## config.mk

```make
export PLATFORM = sky130hd
export DESIGN_NAME = ber_primitive_encoder
export DESIGN_NICKNAME = d
export VERILOG_FILES = /design/src/rtl/bpe_pkg.sv /design/src/rtl/bpe_ctrl.sv /design/src/rtl/bpe_dp.sv /design/src/rtl/ber_primitive_encoder.sv
export SDC_FILE = /design/constraint.sdc
export NUM_CORES = 1
export LEC_CHECK = 0
export BUFFER_PORTS_ARGS = -buffer_cell sky130_fd_sc_hd__buf_4
export CELL_PAD_IN_SITES_DETAIL_PLACEMENT = 2
export CELL_PAD_IN_SITES_GLOBAL_PLACEMENT = 2
export CORE_ASPECT_RATIO = 1.4
export CORE_UTILIZATION = 33
export DETAILED_ROUTE_END_ITERATION = 12
export MAX_ROUTING_LAYER = met4
export PLACE_DENSITY = 0.81
export SLEW_MARGIN = 0
export SYNTH_ARGS = -nofsm -noshare
export SYNTH_HDL_FRONTEND = slang
export SYNTH_SLANG_ARGS = --single-unit
```

## constraint.sdc

```tcl
create_clock -name i_clk -period 4.05 [get_ports i_clk]
set_clock_uncertainty 0.2 [all_clocks]
set_input_delay 0.6075 -clock i_clk [delete_from_list [all_inputs] [get_ports i_clk]]
set_output_delay 0.6075 -clock i_clk [all_outputs]
set_load 0.01 [all_outputs]
```

## src/rtl/bpe_pkg.sv

```systemverilog
`default_nettype none
package bpe_pkg;

    localparam int VAL_W = 64;
    localparam int SUB_W = VAL_W + 1;
    localparam int PAD_W = 70;
    localparam int ARC_MUL = 40;

    localparam logic [1:0] K_LEN  = 2'd0;
    localparam logic [1:0] K_INT  = 2'd1;
    localparam logic [1:0] K_ARC  = 2'd2;
    localparam logic [1:0] K_NONE = 2'd3;

    localparam logic [1:0] P_FIRST  = 2'd0;
    localparam logic [1:0] P_SECOND = 2'd1;
    localparam logic [1:0] P_LATER  = 2'd2;

    typedef enum logic [1:0] {
        S_IDLE,
        S_CALC,
        S_EMIT
    } t_state;

    typedef enum logic [1:0] {
        M_UNS,
        M_SGN,
        M_B128
    } t_mode;

    typedef struct packed {
        logic load;
        logic calc;
        logic emit;
    } t_cmd;

    typedef struct packed {
        logic skip;
        logic fin;
    } t_stat;

endpackage
`default_nettype wire

```

## src/rtl/bpe_ctrl.sv

```systemverilog
`default_nettype none
module bpe_ctrl (
    input  wire logic          i_clk,
    input  wire logic          i_rst_n,
    input  wire logic          i_valid,
    output logic               o_ready,
    output logic               o_valid,
    input  wire logic          i_ready,
    input  wire bpe_pkg::t_stat i_stat,
    output bpe_pkg::t_cmd      o_cmd
);
    import bpe_pkg::*;

    t_state r_state, n_state;
    logic   r_valid, n_valid;
    logic   w_accept;
    logic   w_out_free;

    assign w_accept   = i_valid && (r_state == S_IDLE);
    assign w_out_free = !r_valid || i_ready;

    always_comb begin
        n_state = r_state;
        case (r_state)
            S_IDLE: begin
                if (w_accept && !i_stat.skip) begin
                    n_state = S_CALC;
                end
            end
            S_CALC: begin
                n_state = S_EMIT;
            end
            S_EMIT: begin
                if (w_out_free && i_stat.fin) begin
                    n_state = S_IDLE;
                end
            end
            default: begin
                n_state = S_IDLE;
            end
        endcase
    end

    always_comb begin
        o_cmd   = '0;
        o_ready = 1'b0;
        case (r_state)
            S_IDLE: begin
                o_ready    = 1'b1;
                o_cmd.load = i_valid;
            end
            S_CALC: begin
                o_cmd.calc = 1'b1;
            end
            S_EMIT: begin
                o_cmd.emit = w_out_free;
            end
            default: begin
                o_cmd = '0;
            end
        endcase
    end

    always_comb begin
        n_valid = r_valid;
        if (o_cmd.emit) begin
            n_valid = 1'b1;
        end else if (i_ready) begin
            n_valid = 1'b0;
        end
    end

    assign o_valid = r_valid;

    always_ff @(posedge i_clk) begin
        if (!i_rst_n) begin
            r_state <= S_IDLE;
            r_valid <= 1'b0;
        end else begin
            r_state <= n_state;
            r_valid <= n_valid;
        end
    end

endmodule
`default_nettype wire

```

## src/rtl/bpe_dp.sv

```systemverilog
`default_nettype none
module bpe_dp (
    input  wire logic                         i_clk,
    input  wire logic                         i_rst_n,
    input  wire logic [1:0]                   i_kind,
    input  wire logic signed [bpe_pkg::VAL_W-1:0] i_value,
    input  wire logic                         i_last_arc,
    input  wire bpe_pkg::t_cmd                i_cmd,
    output bpe_pkg::t_stat                    o_stat,
    output logic [7:0]                        o_out_byte,
    output logic                              o_last_byte
);
    import bpe_pkg::*;

    logic [SUB_W-1:0] r_val, n_val;
    t_mode            r_mode, n_mode;
    logic             r_pref, n_pref;
    logic [3:0]       r_idx, n_idx;
    logic [1:0]       r_arc_pos, n_arc_pos;
    logic [1:0]       r_held, n_held;
    logic [7:0]       r_byte, n_byte;
    logic             r_last, n_last;

    logic [VAL_W-1:0] w_v;
    logic [1:0]       w_first;
    logic [SUB_W-1:0] w_sum;
    logic [PAD_W-1:0] w_pad;
    logic [3:0]       w_top_uns, w_top_sgn, w_top_b128, w_top;
    logic [6:0]       w_grp_base;
    logic [6:0]       w_grp;
    logic [7:0]       w_sel;

    assign w_v     = i_value;
    assign w_first = (w_v > 64'd2) ? 2'd2 : w_v[1:0];
    assign w_sum   = {1'b0, w_v} + SUB_W'(r_held * 7'(ARC_MUL));
    assign w_pad   = {{(PAD_W-SUB_W){1'b0}}, r_val};

    assign o_stat.skip = (i_kind == K_NONE)
                      || (i_kind == K_ARC && r_arc_pos == P_FIRST && !i_last_arc);
    assign o_stat.fin  = !r_pref && (r_idx == 4'd0);

    // byte count searches
    always_comb begin
        w_top_uns = 4'd0;
        for (int g = 1; g < 8; g++) begin
            if (r_val[8*g +: 8] != 8'd0) begin
                w_top_uns = 4'(g);
            end
        end
    end

    always_comb begin
        logic [VAL_W-1:0] s;
        logic [VAL_W-1:0] ones;
        w_top_sgn = 4'd7;
        for (int n = 7; n >= 1; n--) begin
            s    = r_val[VAL_W-1:0] >> (8*n - 1);
            ones = {VAL_W{1'b1}} >> (8*n - 1);
            if (s == '0 || s == ones) begin
                w_top_sgn = 4'(n - 1);
            end
        end
    end

    always_comb begin
        w_top_b128 = 4'd0;
        for (int g = 1; g < 10; g++) begin
            if (w_pad[7*g +: 7] != 7'd0) begin
                w_top_b128 = 4'(g);
            end
        end
    end

    always_comb begin
        case (r_mode)
            M_UNS:   w_top = w_top_uns;
            M_SGN:   w_top = w_top_sgn;
            M_B128:  w_top = w_top_b128;
            default: w_top = w_top_uns;
        endcase
    end

    assign w_grp_base = 7'(r_idx) * 7'd7;
    assign w_grp      = w_pad[w_grp_base +: 7];
    assign w_sel      = r_val[{r_idx[2:0], 3'b000} +: 8];

    always_comb begin
        n_val     = r_val;
        n_mode    = r_mode;
        n_pref    = r_pref;
        n_idx     = r_idx;
        n_arc_pos = r_arc_pos;
        n_held    = r_held;
        n_byte    = r_byte;
        n_last    = r_last;
        if (i_cmd.load) begin
            n_pref = 1'b0;
            n_mode = M_UNS;
            n_val  = {1'b0, w_v};
            case (i_kind)
                K_LEN: begin
                    if (w_v[VAL_W-1]) begin
                        n_val = '0;
                    end else if (w_v[VAL_W-1:7] != '0) begin
                        n_pref = 1'b1;
                    end
                end
                K_INT: begin
                    n_mode = M_SGN;
                end
                K_ARC: begin
                    if (r_arc_pos == P_FIRST) begin
                        n_held = w_first;
                        n_val  = SUB_W'(w_first);
                        if (!i_last_arc) begin
                            n_arc_pos = P_SECOND;
                        end
                    end else begin
                        n_mode    = M_B128;
                        n_arc_pos = i_last_arc ? P_FIRST : P_LATER;
                        if (r_arc_pos == P_SECOND) begin
                            n_val = w_sum;
                        end
                    end
                end
                default: begin
                    n_val = r_val;
                end
            endcase
        end
        if (i_cmd.calc) begin
            n_idx = w_top;
        end
        if (i_cmd.emit) begin
            if (r_pref) begin
                n_byte = 8'h80 | {4'd0, r_idx + 4'd1};
                n_last = 1'b0;
                n_pref = 1'b0;
            end else begin
                if (r_mode == M_B128) begin
                    n_byte = {(r_idx != 4'd0), w_grp};
                end else begin
                    n_byte = w_sel;
                end
                n_last = (r_idx == 4'd0);
                n_idx  = r_idx - 4'd1;
            end
        end
    end

    always_ff @(posedge i_clk) begin
        if (!i_rst_n) begin
            r_arc_pos <= P_FIRST;
            r_held    <= 2'd0;
        end else begin
            r_arc_pos <= n_arc_pos;
            r_held    <= n_held;
        end
    end

    always_ff @(posedge i_clk) begin
        r_val  <= n_val;
        r_mode <= n_mode;
        r_pref <= n_pref;
        r_idx  <= n_idx;
        r_byte <= n_byte;
        r_last <= n_last;
    end

    assign o_out_byte  = r_byte;
    assign o_last_byte = r_last;

endmodule
`default_nettype wire

```

## src/rtl/ber_primitive_encoder.sv

```systemverilog
// flow: accept, size the value, then one byte per cycle while the output is not stalled
// an item of n bytes is sized in S_CALC and emitted in S_EMIT before the next accept
// (n is 1 to 9 for a length, 1 to 8 for an integer, 1 to 10 for an arc)
// an item with no bytes (held first arc, kind three) is dropped and the encoder stays idle
// the output register lets the next request in while the last byte waits
// synchronous active-low reset clears the controller and the arc state
`default_nettype none
module ber_primitive_encoder (
    input  wire logic                              i_clk,
    input  wire logic                              i_rst_n,
    input  wire logic                              i_valid,
    output logic                                   o_ready,
    input  wire logic [1:0]                        i_kind,
    input  wire logic signed [bpe_pkg::VAL_W-1:0]  i_value,
    input  wire logic                              i_last_arc,
    output logic                                   o_valid,
    input  wire logic                              i_ready,
    output logic [7:0]                             o_out_byte,
    output logic                                   o_last_byte
);
    import bpe_pkg::*;

    t_cmd  w_cmd;
    t_stat w_stat;

    bpe_ctrl u_ctrl (
        .i_clk   (i_clk),
        .i_rst_n (i_rst_n),
        .i_valid (i_valid),
        .o_ready (o_ready),
        .o_valid (o_valid),
        .i_ready (i_ready),
        .i_stat  (w_stat),
        .o_cmd   (w_cmd)
    );

    bpe_dp u_dp (
        .i_clk       (i_clk),
        .i_rst_n     (i_rst_n),
        .i_kind      (i_kind),
        .i_value     (i_value),
        .i_last_arc  (i_last_arc),
        .i_cmd       (w_cmd),
        .o_stat      (w_stat),
        .o_out_byte  (o_out_byte),
        .o_last_byte (o_last_byte)
    );

endmodule
`default_nettype wire

```

==> flow_metrics.py <==
metrics = {
    "power_and_ir_drop": {
        "total_power_mw": 3.50,
        "peakVddDrop_v": 0.000202,
        "power_per_cell_area_nw_per_um2": 413,
        "p_leak_nw": 2.98,
    },
    "yosys": {
        "yosysMostFrequentCell": "nand2_1",
        "yosysSeqAreaShare": 0.349,
        "syn_nets": 903,
        "synth_enable_flop_cells": 76,
        "synthFlopType": "edfxtp_1",
        "ys_warn_count": 0,
        "yosys-top-cells-area": "edfxtp_1, mux4_2, o21ai_0, nand2_1, nand4_1",
        "ys_seq_elements": 88,
        "yosysTopAreaCell": "edfxtp_1",
        "synthCells": 818,
        "async_flop_share": 0,
        "synth.avg_cell_area_um2": 8.85,
        "netlist_top_cells_count": "nand2_1, o21ai_0, edfxtp_1",
        "ys_types": 65,
        "synth_top_area_frac": 0.315,
        "syn-cell-area_um2": 7240,
    },
    "sta": {
        "hold_viol_final": 0,
        "grt_setup_unrepaired": "no",
        "min_period_ns": 3.25,
        "max-slew-margin-rel": 0.303,
        "worstMarginPinSlew_ns": 1.05,
        "fin_crit_sh": 0.803,
        "setup_violations": 0,
        "maxSlewViolCount": 0,
        "fmax_ghz": 0.308,
        "final.setup.tns_ns": 0,
        "whs_ns": 0.333,
    },
    "critical_path": {
        "path_buf_inv": 0,
        "crit_path_start_kind": "flip-flop",
        "path_cells": "ha_1, o21ai_0, o21bai_1, nand4_2, nor4_4, nand4_1, or3_1, o21ai_1",
        "crit_arrival_ns": 3.26,
        "cp_data_required_time_ns": 4.06,
        "timing_worst_setup_path_type": "flip-flop to flip-flop",
        "worstPathMaxFanout": 8,
        "r2r_slack_ns": 0.80,
        "cp_slowest_cell": "o21bai_1",
        "slowest_delay_ns": 0.53,
        "cp_top_family": "simple AND/OR/NAND/NOR gates",
        "end_kind": "flip-flop",
    },
    "outcome": {
        "status": "finished, final reports clean",
    },
    "floorplan": {
        "io_pins": 82,
        "die_y_um": 177,
        "die-width_um": 127,
        "design.die.area_um2": 22500,
        "core_region_area_um2": 21400,
        "initial_utilization": 0.339,
        "rows": 63,
    },
    "clock_tree": {
        "clkSlewWorstSetupHoldPaths_ns": 0.07,
        "cts_sinks": 88,
        "h-tree-depth": 3,
        "post_cts_buffers": 0,
        "numCtsBuffers": 9,
        "cts_tree": "yes",
        "clockRootBuffer": "clkbuf_16",
        "cts_buffer_depth": 2,
        "cts-resized-gates": 0,
        "insertion_delay_ns": 0.36,
        "holdBufCountCts": 0,
    },
    "global_route": {
        "grt_max_degree": 66,
        "first_global_vias": 7758,
        "gr-usage-all-layers": 0.286,
        "antenna_found_initial": 0,
        "globalRouteOverflowTotal": 0,
        "grt_pass1_wl_um": 47000,
    },
    "route": {
        "vias_per_cell": 6.38,
        "totalWireLength_um": 30200,
        "drcViolationCount": 0,
        "drt-met1-wl_um": 12200,
        "wl_met2_um": 15800,
        "dr_total_vias": 7480,
        "wl_met3_um": 992,
        "ant_nets": 0,
        "drt_first_pass_iters": 4,
        "dr.first_iter.drc_count": 510,
        "wire_per_inst_um": 25.8,
        "topRoutingLayerUsed": "met4",
    },
    "final_layout": {
        "final_util": 0.397,
        "final_nets": 960,
        "n_antenna_cell": 0,
        "synthToLayoutAreaGrowth_pct": 17.1,
        "drive_gt1_frac": 0.180,
    },
    "placed_design": {
        "place_congestion": 0.905,
        "hpwl_um": 23300,
        "portBuffers": 81,
    },
    "job": {
        "drv_cap": 0,
    },
    "hold_path": {
        "min-delay-path-class": "input port to flip-flop",
    },
}
## area by class of cell
| type | count | area (um^2) |
|---|---|---|
| multi-input cells | 663 | 4460 |
| repair buffers | 99 | 756 |
| well taps | 292 | 365 |
| flip-flops and latches | 88 | 2520 |
| clock inverters | 6 | 90.1 |
| inverters | 14 | 52.6 |
| clock buffers | 10 | 229 |
| fillers | 2385 | 12900 |
## sequential cells by signal (all words and copies together) (netlist names), 2 cells and up
signal,count
u_dp.r_held,2
u_dp.r_idx,4
u_dp.r_val,65
u_dp.r_mode,2
u_dp.r_arc_pos,2
u_dp.o_out_byte,8
u_ctrl.r_state,2
## power by group
| group | internal, mW | switching, mW | leakage, nW |
|---|---|---|---|
| logic | 0.585 | 0.751 | 1.99 |
| clock network | 0.545 | 0.389 | 0.153 |
| registers | 1.11 | 0.118 | 0.835 |
| total | 2.24 | 1.26 | 2.98 |
## layout by cell type, fill, tap and decap left out, types with 27 or more instances in the layout
cell and count:
nor2_1 57, nand4_1 45, nand2_1 94, buf_4 98, mux4_2 28, a21oi_1 42, o21ai_0 84, a31oi_1 27
edfxtp_1 76, nand3_1 27, nor4_1 34
## metrics by stage
stage	setup WS, ns	cells	area, um^2
after floorplan	0.898	818	7240
after global placement	0.665	1156	8150
after detailed placement	0.533	1156	8150
after CTS	0.871	1172	8470
after global routing	0.611	1172	8470
final	0.799	1172	8470
## worst paths after layout
path	start	end	cells after the start
hold / removal	i_rst_n	u_ctrl.r_state[1]	2
setup / recovery	u_dp.r_held[0]	u_dp.r_val[62]	8
setup reg to reg	u_dp.r_held[0]	u_dp.r_val[62]	8
hold reg to reg	u_ctrl.o_valid	u_ctrl.o_valid	2
## cell families (layout without fill, tap and decap cells)
group           count (synthesis)  count (layout)  share of synthesized area
xor+xnor                        2               2                    0.00242
flops                          88              88                      0.349
simple gates                  358             358                      0.269
buf+inv                        67             129                     0.0372
mux                            49              49                      0.117
fa+ha+maj                      14              14                     0.0252
compound gates                240             240                      0.201
## metal layers
metal,vias to the layer above,GRT usage
met5,-,-
met4,0,0.132
met3,73,0.0233
met2,246,0.497
met1,3814,0.334
li1,3347,-
(Power assumes the default switching activity.)
